===== config.mk =====
export PLATFORM = sky130hd
export DESIGN_NAME = modular_inverse_euclid_top_flat
export DESIGN_NICKNAME = d
export VERILOG_FILES = /design/src/rtl/mie_pkg.sv /design/src/rtl/mie_if.sv /design/src/rtl/mie_div_unit.sv /design/src/rtl/modular_inverse_euclid_top.sv /design/src/flat_wrapper.sv
export SDC_FILE = /design/constraint.sdc
export NUM_CORES = 2
export LEC_CHECK = 0
export ABC_CLOCK_PERIOD_IN_PS = 10500
export BUFFER_PORTS_ARGS = -buffer_cell sky130_fd_sc_hd__buf_4
export CAP_MARGIN = 40
export CORE_MARGIN = 5
export CORE_UTILIZATION = 49
export DETAILED_ROUTE_END_ITERATION = 8
export PLACE_DENSITY_LB_ADDON = 0.1
export SETUP_SLACK_MARGIN = 0.5
export SKIP_CTS_REPAIR_TIMING = 1
export SLEW_MARGIN = 40
export SYNTH_ARGS = -nofsm -noshare
export SYNTH_HDL_FRONTEND = slang
export SYNTH_SLANG_ARGS = --single-unit

===== constraint.sdc =====
create_clock -name clock -period 10.5 [get_ports clock]
set_input_delay 1.575 -clock clock [delete_from_list [all_inputs] [get_ports clock]]
set_output_delay 1.575 -clock clock [all_outputs]
set_load 0.01 [all_outputs]

===== src/rtl/mie_pkg.sv =====
// ----------------------------------------------------------------------------
// mie_pkg: shared types and constants for the modular inverse block
// Widths, reset modulus, sequencer states and the divider command/status
// structs used between the sequencer and the shared divide unit.
// ----------------------------------------------------------------------------
package mie_pkg;

   localparam int unsigned DataWidth = 64;
   localparam int unsigned CntWidth  = $clog2(DataWidth);

   // Default modulus: 2^64 - 2^32 + 1
   localparam logic [DataWidth-1:0] ModulusReset = 64'hFFFF_FFFF_0000_0001;

   localparam logic [CntWidth-1:0] LastStep = CntWidth'(DataWidth - 1);

   typedef logic [DataWidth-1:0] data_type;

   typedef enum logic [2:0] {
      ST_IDLE,
      ST_REDUCE,
      ST_INIT,
      ST_STEP_A,
      ST_STEP_B,
      ST_FINISH
   } state_type;

   // Command to the divide unit: remainder of dividend/divisor and
   // cofactor base + quotient * mult.
   typedef struct packed {
      logic     start;
      data_type dividend;
      data_type divisor;
      data_type mult;
      data_type base;
   } div_cmd_type;

   typedef struct packed {
      logic     done;
      data_type rem;
      data_type cof;
   } div_stat_type;

endpackage


===== src/rtl/mie_if.sv =====
// ----------------------------------------------------------------------------
// mie_req_if / mie_rsp_if: valid/ready channels of the modular inverse block
// One word moves at a clock edge where valid and ready are both high.
// ----------------------------------------------------------------------------
interface mie_req_if;
   logic               valid;
   logic               ready;
   mie_pkg::data_type  value;

   modport source (output valid, output value, input ready);
   modport sink   (input valid, input value, output ready);
endinterface

interface mie_rsp_if;
   logic               valid;
   logic               ready;
   mie_pkg::data_type  inverse;

   modport source (output valid, output inverse, input ready);
   modport sink   (input valid, input inverse, output ready);
endinterface


===== src/rtl/mie_div_unit.sv =====
// ----------------------------------------------------------------------------
// mie_div_unit: shared radix-2 restoring divider with cofactor accumulate
// Produces dividend % divisor and base + (dividend / divisor) * mult, one
// quotient bit per cycle; the product is built MSB-first by shift and add.
// ----------------------------------------------------------------------------
module mie_div_unit (
   input  logic                  clock,
   input  logic                  reset,
   input  mie_pkg::div_cmd_type  cmd,
   output mie_pkg::div_stat_type stat
);

   logic                         busy_ff, busy_in;
   logic                         done_ff, done_in;
   logic [mie_pkg::CntWidth-1:0] cnt_ff, cnt_in;
   mie_pkg::data_type            num_ff, num_in;
   mie_pkg::data_type            den_ff, den_in;
   mie_pkg::data_type            mult_ff, mult_in;
   mie_pkg::data_type            base_ff, base_in;
   mie_pkg::data_type            rem_ff, rem_in;
   mie_pkg::data_type            prod_ff, prod_in;

   logic [mie_pkg::DataWidth:0]  shifted;
   logic [mie_pkg::DataWidth:0]  diff;
   logic                         fits;

   // trial subtract of the divisor from the shifted partial remainder
   always_comb begin
      shifted = {rem_ff, num_ff[mie_pkg::DataWidth-1]};
      diff    = shifted - {1'b0, den_ff};
      fits    = ~diff[mie_pkg::DataWidth];
   end

   // next state of the iteration
   always_comb begin
      busy_in = busy_ff;
      done_in = 1'b0;
      cnt_in  = cnt_ff;
      num_in  = num_ff;
      den_in  = den_ff;
      mult_in = mult_ff;
      base_in = base_ff;
      rem_in  = rem_ff;
      prod_in = prod_ff;
      if (cmd.start) begin
         busy_in = 1'b1;
         cnt_in  = '0;
         num_in  = cmd.dividend;
         den_in  = cmd.divisor;
         mult_in = cmd.mult;
         base_in = cmd.base;
         rem_in  = '0;
         prod_in = '0;
      end else if (busy_ff) begin
         num_in  = {num_ff[mie_pkg::DataWidth-2:0], 1'b0};
         rem_in  = fits ? diff[mie_pkg::DataWidth-1:0] : shifted[mie_pkg::DataWidth-1:0];
         prod_in = {prod_ff[mie_pkg::DataWidth-2:0], 1'b0} + (fits ? mult_ff : '0);
         cnt_in  = cnt_ff + 1'b1;
         if (cnt_ff == mie_pkg::LastStep) begin
            busy_in = 1'b0;
            done_in = 1'b1;
         end
      end
   end

   // control registers
   always_ff @(posedge clock) begin
      if (reset) begin
         busy_ff <= 1'b0;
         done_ff <= 1'b0;
      end else begin
         busy_ff <= busy_in;
         done_ff <= done_in;
      end
   end

   // datapath registers
   always_ff @(posedge clock) begin
      cnt_ff  <= cnt_in;
      num_ff  <= num_in;
      den_ff  <= den_in;
      mult_ff <= mult_in;
      base_ff <= base_in;
      rem_ff  <= rem_in;
      prod_ff <= prod_in;
   end

   assign stat.done = done_ff;
   assign stat.rem  = rem_ff;
   assign stat.cof  = base_ff + prod_ff;

endmodule


===== src/rtl/modular_inverse_euclid_top.sv =====
// ----------------------------------------------------------------------------
// modular_inverse_euclid_top: modular inverse by extended Euclid
// Inverts a 64-bit word modulo the csr modulus with one shared divider.
// ----------------------------------------------------------------------------
// Usage:
//   req_chan (sink) takes one 64-bit value word; rsp_chan (source) returns
//   one inverse word per request, 0 when no inverse exists or the residue
//   is zero. csr_we/csr_wdata write the modulus; write only while idle.
// Sequence: every divide in the shared unit works through 64 quotient
//   bits. A request takes one reduction, one setup divide and k Euclid
//   divides, with k up to about 90 for 64-bit operands. A zero residue
//   skips the setup and Euclid divides; a modulus below 2 needs no divide.
// Throughput: one request at a time; req_ready is high only while the
//   sequencer is idle and returns with the result word.
// Reset: synchronous, active high; modulus returns to 2^64 - 2^32 + 1,
//   the sequencer goes idle and the output register empties.
// Stall: a finished word waits in the output register. A new request is
//   accepted meanwhile; its result waits in the sequencer until the
//   output register frees.
// ----------------------------------------------------------------------------
module modular_inverse_euclid_top (
   input  logic              clock,
   input  logic              reset,
   mie_req_if.sink           req_chan,
   mie_rsp_if.source         rsp_chan,
   input  logic              csr_we,
   input  mie_pkg::data_type csr_wdata
);

   mie_pkg::state_type    state_ff, state_in;
   mie_pkg::data_type     modulus_ff;
   mie_pkg::data_type     ra_ff, ra_in;
   mie_pkg::data_type     ca_ff, ca_in;
   mie_pkg::data_type     rb_ff, rb_in;
   mie_pkg::data_type     cb_ff, cb_in;
   mie_pkg::data_type     res_ff, res_in;
   logic                  rsp_valid_ff, rsp_valid_in;
   mie_pkg::data_type     rsp_data_ff, rsp_data_in;

   mie_pkg::div_cmd_type  div_cmd;
   mie_pkg::div_stat_type div_stat;

   logic                  out_free;

   mie_div_unit u_div (
      .clock (clock),
      .reset (reset),
      .cmd   (div_cmd),
      .stat  (div_stat)
   );

   assign out_free       = ~rsp_valid_ff | rsp_chan.ready;
   assign req_chan.ready = (state_ff == mie_pkg::ST_IDLE);
   assign rsp_chan.valid = rsp_valid_ff;
   assign rsp_chan.inverse = rsp_data_ff;

   // sequencer: next state, pair updates and divider commands
   always_comb begin
      state_in     = state_ff;
      ra_in        = ra_ff;
      ca_in        = ca_ff;
      rb_in        = rb_ff;
      cb_in        = cb_ff;
      res_in       = res_ff;
      rsp_valid_in = rsp_valid_ff & ~rsp_chan.ready;
      rsp_data_in  = rsp_data_ff;
      div_cmd      = '0;
      unique case (state_ff)
         mie_pkg::ST_IDLE: begin
            if (req_chan.valid) begin
               if (modulus_ff < mie_pkg::DataWidth'(2)) begin
                  res_in   = '0;
                  state_in = mie_pkg::ST_FINISH;
               end else begin
                  div_cmd.start    = 1'b1;
                  div_cmd.dividend = req_chan.value;
                  div_cmd.divisor  = modulus_ff;
                  state_in         = mie_pkg::ST_REDUCE;
               end
            end
         end
         mie_pkg::ST_REDUCE: begin
            if (div_stat.done) begin
               ra_in = div_stat.rem;
               ca_in = mie_pkg::DataWidth'(1);
               if (div_stat.rem == '0) begin
                  res_in   = '0;
                  state_in = mie_pkg::ST_FINISH;
               end else begin
                  // rb = m % ra, cb = m / ra
                  div_cmd.start    = 1'b1;
                  div_cmd.dividend = modulus_ff;
                  div_cmd.divisor  = div_stat.rem;
                  div_cmd.mult     = mie_pkg::DataWidth'(1);
                  state_in         = mie_pkg::ST_INIT;
               end
            end
         end
         mie_pkg::ST_INIT, mie_pkg::ST_STEP_B: begin
            if (div_stat.done) begin
               rb_in = div_stat.rem;
               cb_in = div_stat.cof;
               if (div_stat.rem == '0) begin
                  res_in   = (ra_ff == mie_pkg::DataWidth'(1)) ? ca_ff : '0;
                  state_in = mie_pkg::ST_FINISH;
               end else begin
                  div_cmd.start    = 1'b1;
                  div_cmd.dividend = ra_ff;
                  div_cmd.divisor  = div_stat.rem;
                  div_cmd.mult     = div_stat.cof;
                  div_cmd.base     = ca_ff;
                  state_in         = mie_pkg::ST_STEP_A;
               end
            end
         end
         mie_pkg::ST_STEP_A: begin
            if (div_stat.done) begin
               ra_in = div_stat.rem;
               ca_in = div_stat.cof;
               if (div_stat.rem == '0) begin
                  res_in   = (rb_ff == mie_pkg::DataWidth'(1)) ? (modulus_ff - cb_ff) : '0;
                  state_in = mie_pkg::ST_FINISH;
               end else begin
                  div_cmd.start    = 1'b1;
                  div_cmd.dividend = rb_ff;
                  div_cmd.divisor  = div_stat.rem;
                  div_cmd.mult     = div_stat.cof;
                  div_cmd.base     = cb_ff;
                  state_in         = mie_pkg::ST_STEP_B;
               end
            end
         end
         mie_pkg::ST_FINISH: begin
            if (out_free) begin
               rsp_valid_in = 1'b1;
               rsp_data_in  = res_ff;
               state_in     = mie_pkg::ST_IDLE;
            end
         end
         default: begin
            state_in = mie_pkg::ST_IDLE;
         end
      endcase
   end

   // state and control registers
   always_ff @(posedge clock) begin
      if (reset) begin
         state_ff     <= mie_pkg::ST_IDLE;
         rsp_valid_ff <= 1'b0;
         modulus_ff   <= mie_pkg::ModulusReset;
      end else begin
         state_ff     <= state_in;
         rsp_valid_ff <= rsp_valid_in;
         if (csr_we) begin
            modulus_ff <= csr_wdata;
         end
      end
   end

   // working pairs and result registers
   always_ff @(posedge clock) begin
      ra_ff       <= ra_in;
      ca_ff       <= ca_in;
      rb_ff       <= rb_in;
      cb_ff       <= cb_in;
      res_ff      <= res_in;
      rsp_data_ff <= rsp_data_in;
   end

endmodule


===== src/flat_wrapper.sv =====
// flat-port wrapper written by rule: the top's interface ports become plain ports
module modular_inverse_euclid_top_flat 
  (clock, reset, csr_we, csr_wdata, req_chan_valid, req_chan_value, req_chan_ready, rsp_chan_valid, rsp_chan_inverse, rsp_chan_ready);
  mie_req_if req_chan_i ();
  mie_rsp_if rsp_chan_i ();
  input  logic clock;
  input  logic reset;
  input  logic csr_we;
  input  mie_pkg::data_type csr_wdata;
  input wire logic [$bits(req_chan_i.valid)-1:0] req_chan_valid;
  input wire logic [$bits(req_chan_i.value)-1:0] req_chan_value;
  output wire logic [$bits(req_chan_i.ready)-1:0] req_chan_ready;
  output wire logic [$bits(rsp_chan_i.valid)-1:0] rsp_chan_valid;
  output wire logic [$bits(rsp_chan_i.inverse)-1:0] rsp_chan_inverse;
  input wire logic [$bits(rsp_chan_i.ready)-1:0] rsp_chan_ready;
  assign req_chan_i.valid = req_chan_valid;
  assign req_chan_i.value = req_chan_value;
  assign req_chan_ready = req_chan_i.ready;
  assign rsp_chan_valid = rsp_chan_i.valid;
  assign rsp_chan_inverse = rsp_chan_i.inverse;
  assign rsp_chan_i.ready = rsp_chan_ready;
  modular_inverse_euclid_top u_core (.clock(clock), .reset(reset), .req_chan(req_chan_i), .rsp_chan(rsp_chan_i), .csr_we(csr_we), .csr_wdata(csr_wdata));
endmodule

# Word level (Yosys, flattened, before mapping)
# Index checks and enable logic that the tools add are counted.
# word_totals
register_bits,844
input_bits,133
wordCells,105
# classes
addsub,5
n_lt_le_gt_ge,1
n_eq_ne,17
n_mux,45
bitwise,5
n_reduce_logical,14
# ops
cell,n
257-bit two-way mux,4
64-bit two-way mux,16
129-bit one-hot mux with 4 select lines,1
193-bit two-way mux,2
129-bit two-way mux,2
64-bit one-hot mux with 2 select lines,2
64-bit one-hot mux with 4 select lines,1
64-bit one-hot mux with 3 select lines,1
64-bit adder,2
64-bit by 1-bit == test with 1-bit output (second input constant),2
65-bit by 64-bit subtractor with 65-bit output,1
64-bit zero test,1
64-bit by 2-bit less-than comparator with 1-bit output (second input constant),1
64-bit subtractor,1
3-bit two-way mux,8
3-bit one-hot mux with 5 select lines,1
2-bit by 1-bit != test with 1-bit output (second input constant),5
9-bit AND reduction,1
2-bit != test (second input constant),4
1-bit two-way mux,7
6-bit by 1-bit adder with 6-bit output (second input constant),1
3-bit by 2-bit == test with 1-bit output (second input constant),2
3-bit == test (second input constant),2
6-bit == test (second input constant),1
other kinds (12),18

# Depth between registers and ports, before layout
# logic_depth
depth_word,5
ltp_mapped,26

# Modules after synthesis
# A second synthesis with hierarchy kept.
# hier_totals
cells_unflattened,4534
hier_area_um2,47191.5
# modules_own_cells
mod,instances,cells_each,area_per_inst_um2,seq_area_each_um2
mie_div_unit,1,2569,24745.0,10410.0
modular_inverse_euclid_top,1,1965,22446.5,12892.4

# Least setup slack after synthesis
# Ideal clock, no wire load.
# synth_path
kind,input to register
startpoint,input port req_chan_valid
endpoint,register u_core.u_div.base_ff[0] (enable)
t_arrival_ps,7705
required_time_ps,9870
path_slack_ps,2165
cell_stages,6
n_path_buf,2
cell_sequence,nand2_1 > nor2_1 > nor2_4 > inv_2 > clkbuf_1 > buf_1
# synth_lines
element,line_no,rtl
start: declaration,flat_wrapper.sv:10,input wire logic [$bits(req_chan_i.valid)-1:0] req_chan_valid;
end signal: assignment,mie_div_unit.sv:83,base_ff <= base_in;
end: declaration,mie_div_unit.sv:19,"mie_pkg::data_type base_ff, base_in;"

# Final worst setup path
# layout_path
startpoint,register u_core.u_div.num_ff[63]
endpoint,register u_core.u_div.prod_ff[56]
# layout_via
elab_chain_cells,3
# layout_lines
element,line_no,rtl
start: declaration,mie_div_unit.sv:16,"mie_pkg::data_type num_ff, num_in;"
start signal: assignment,mie_div_unit.sv:80,num_ff <= num_in;
65-bit by 64-bit subtractor with 65-bit output,mie_div_unit.sv:30,"diff = shifted - {1'b0, den_ff};"
64-bit two-way mux,mie_div_unit.sv:57,"prod_in = {prod_ff[mie_pkg::DataWidth-2:0], 1'b0} + (fits ? mult_ff : '0);"
64-bit adder,mie_div_unit.sv:57,
end signal: assignment,mie_div_unit.sv:85,prod_ff <= prod_in;
end: declaration,mie_div_unit.sv:21,"mie_pkg::data_type prod_ff, prod_in;"
# Every way passes these cells.
# A chain may end at the register's enable or synchronous reset.

==> summary.md <==
| Metric | Value |
|---|---|
| Initial antenna violation count | `6` |
| CP max-delay cell | `a311oi_1` |
| Hold Crit Depth | `0` |
| Yosys top cell area share | `roughly two fifths` |
| Yosys reg bits | `between 800 and 900` |
| Worst Path Buf+Inv | `3` |
| First-pass GRT wire length | `~230 mm` |
| Worst hold margin | `404.5 ps` |
| Rows | `approximately 110` |
| Clock skew | `44.07 ps` |
| Clk root buf | `clkbuf_16` |
| Max Cap Viol | `0` |
| Critical path data required time | `11040 ps` |
| Commonest cells after routing, fill and taps aside | `edfxtp_1 (640), nor2_1 (493), a21oi_1 (389)` |
| Fin area | `53700 um^2` |
| Final Non-Filler Cells | `~6200` |
| Post-DRT Antenna Nets | `0` |
| Final hold vios | `0` |
| Commonest non-fill, non-tap cell in the layout | `edfxtp_1` |
| Critical path arrival | `between 7000 and 8000 ps` |
| Via density | `roughly 6.2` |
| Filler cell count | `8663` |
| Register area | `23310 um^2` |
| Drt wl/cell | `25.16 um` |
| Maximum VDD drop | `0.0001264 V` |
| Drt drc | `0` |
| Post-Syn Nets | `5194` |
| Core area | `between 90000 and 100000 um^2` |
| Pwr Density | `roughly 180 nW/um^2` |
| Layout area overhead | `12.49%` |
| Sequential area share after synthesis | `between 40 and 50%` |
| Synthesized area per cell | `around 9.9 um^2` |
| Area occupied by multi-input gates | `22490 um^2` |
| Via count | `approximately 38000` |
| Final Net Count | `approximately 5300` |
| PortBufs | `198` |
| Cell area after synthesis | `47730 um^2` |
| Outcome | `finished clean` |
| Min-Delay Startpoint | `u_core.res_ff[25]` |
| Worst min path class | `reg2reg` |
| Final Max Tran Viols | `0` |
| First-pass iteration count of the detailed router | `8` |
| Die ar. | `around 100000 um^2` |
| Final Util | `55.52%` |
| Area after DPL | `~50000 um^2` |
| GR Overflow Total | `0` |
| Yosys top cell by area | `edfxtp_1` |
| Critical Path Sink Type | `flip-flop` |
| Clock slew at reported path FFs | `~60 ps` |
| Starting DRC count in detailed routing | `3880` |
| Final HPWL DP | `112.9 mm` |
| EDFF count, synth | `640` |
| Largest net degree at the start of global routing | `about 130` |
| Die H | `around 320 um` |
| Crit start category | `flip-flop` |
| Vias in the first global route | `about 37000` |
| Hold Crit Endpoint | `u_core.rsp_chan.inverse[25]` |
| Tot GR Track Use | `between 20 and 30%` |
| Crit-path max FO | `53` |
| Number of distinct library cells after synthesis | `98` |
| TNS Setup | `0 ps` |
| Placed Cells | `between 6000 and 7000` |
| RSZ-0062 raised after global routing | `no` |
| Highest clock rate | `144.8 MHz` |
| CP peak stage delay | `660 ps` |
| Die span in x | `322.1 um` |
| Final setup viols | `0` |
| H-tree Lvls | `3` |
| Clock Latency Late Sink | `~700 ps` |
| CTS tree | `done` |
| Initial core utilization | `49.36%` |
| Top cells by area, synth | `edfxtp_1 (40%), dfxtp_1 (8.6%), ha_1 (6.6%), a21oi_1 (4.1%), nor2_1 (3.9%)` |
| Final min period | `~6900 ps` |
| WL final | `around 160 mm` |
| Cts bufs inserted | `94` |
| CP top delay family | `compound AO/OA/AOI/OAI gates` |
| Worst R2R Setup Slack | `between 3000 and 4000 ps` |
| Mapped Cells | `around 4800` |
| Slew @ Worst Pin | `951.6 ps` |
| FF-to-FF Start | `u_core.u_div.num_ff[63]` |
| Yosys warns | `0` |
| Max clock buf depth | `3` |
| Ys flop type | `edfxtp_1` |
| Pleak | `21.48 nW` |
| Relative slew slack | `35.98%` |
| R2r endpoint | `u_core.u_div.prod_ff[56]` |
| Clock sink count | `roughly 840` |
| Routability cong. | `0.9138` |
| Asr flop ratio synth | `0%` |
| Share of cells above drive strength 1 | `about 9.1%` |
| Tcrit/Tclk final | `between 60% and 70%` |
| # IOs | `199` |
| WS Path Type | `reg2reg` |
| Worst r2r path cells | `25` |
sequential cells by signal, indices dropped and copies added, names as in the netlist, 64 cells and up:
name                     count
u_core.u_div.rem_ff         64
u_core.ra_ff                64
u_core.rb_ff                64
u_core.u_div.mult_ff        64
u_core.rsp_chan.inverse     64
u_core.modulus_ff           64
u_core.res_ff               64
u_core.u_div.num_ff         64
u_core.u_div.den_ff         64
u_core.u_div.prod_ff        64
u_core.u_div.base_ff        64
u_core.ca_ff                64
u_core.cb_ff                64
routing by layer:
layer | vias to the layer above | global-route usage [%] | wire [um]
met1 | 18770 | 43.01 | 70380
met3 | 230 | 3.330 | 10440
li1 | 18000 | - | -
met2 | 1463 | 45.98 | 71120
met4 | 0 | 8.436 | 4996
met5 | - | 0 | 0
worst max path at each step:
stage / start / end / slack (ps) / cells after the start
2_1_floorplan: req_chan_valid / u_core.u_div.base_ff[0] / 2170 / 6
3_3_place_gp: u_core.u_div.num_ff[63] / u_core.u_div.prod_ff[56] / 3380 / 24
3_5_place_dp: u_core.u_div.num_ff[63] / u_core.u_div.prod_ff[56] / 3730 / 25
4_1_cts: u_core.u_div.num_ff[63] / u_core.u_div.prod_ff[56] / 3660 / 25
5_1_grt: u_core.u_div.rem_ff[0] / u_core.u_div.prod_ff[56] / 3040 / 24
6_report: u_core.u_div.num_ff[63] / u_core.u_div.prod_ff[56] / 3590 / 25
cells by family (layout without fill, tap and decap cells):
family	count (synthesis)	in the layout	share of synthesized area, %
mux	98	98	2.055
other cells	0	1	0
flops	844	844	48.82
compound gates	1406	1406	19.73
buf+inv	541	696	4.372
fa+ha+maj	257	257	6.800
simple gates	1425	1425	13.93
xor+xnor	233	233	4.291
power breakdown:
group          internal (W)  total [W]  switching [W]
sequential          0.00388    0.00414       0.000269
clock               0.00204    0.00347        0.00143
combinational      0.000799    0.00216        0.00136
total               0.00672    0.00978        0.00306
final cells by class:
cell class                 count  share of cell area (%)
sequential                   844                   43.40
multi-input combinational   3419                   41.88
clock buffer                 127                   4.742
timing repair buffer         246                   3.777
tap                         1276                   2.973
inverter                     272                   1.915
clock inverter                51                   1.305
antenna                        1                0.004660
per-stage QoR:
| step | total power [W] | worst slack, ps |
|---|---|---|
| 6_report | 0.009778 | 3593 |
| 5_1_grt | 0.01019 | 3038 |
| 4_1_cts | 0.009790 | 3655 |
| 3_5_place_dp | 0.006323 | 3727 |
| 3_3_place_gp | 0.006316 | 3377 |
| 2_1_floorplan | 0.005680 | 2165 |
Yosys cell counts, types with 9 or more instances:
cell and instances:
nor4_1 77, ha_1 253, and3_1 25, buf_2 21, a22o_1 68, buf_1 30
dfxtp_1 204, clkbuf_1 211, mux2i_1 98, a211oi_1 62, o211ai_1 23, a21o_1 148
nand3b_1 9, o21ai_0 227, and2_1 80, xnor2_1 131, or3_1 12, nand4_1 85
xor2_1 101, o21bai_1 64, o21a_1 36, nand3_1 137, a21oi_1 391, edfxtp_1 640
a22oi_1 134, nor3_1 42, nor2b_1 38, nor2_1 497, nand2_1 358, inv_1 271
o21ai_1 20, o31ai_1 12, a31oi_1 38, a222oi_1 63, nand2b_1 25
(Power assumes the default switching activity.)
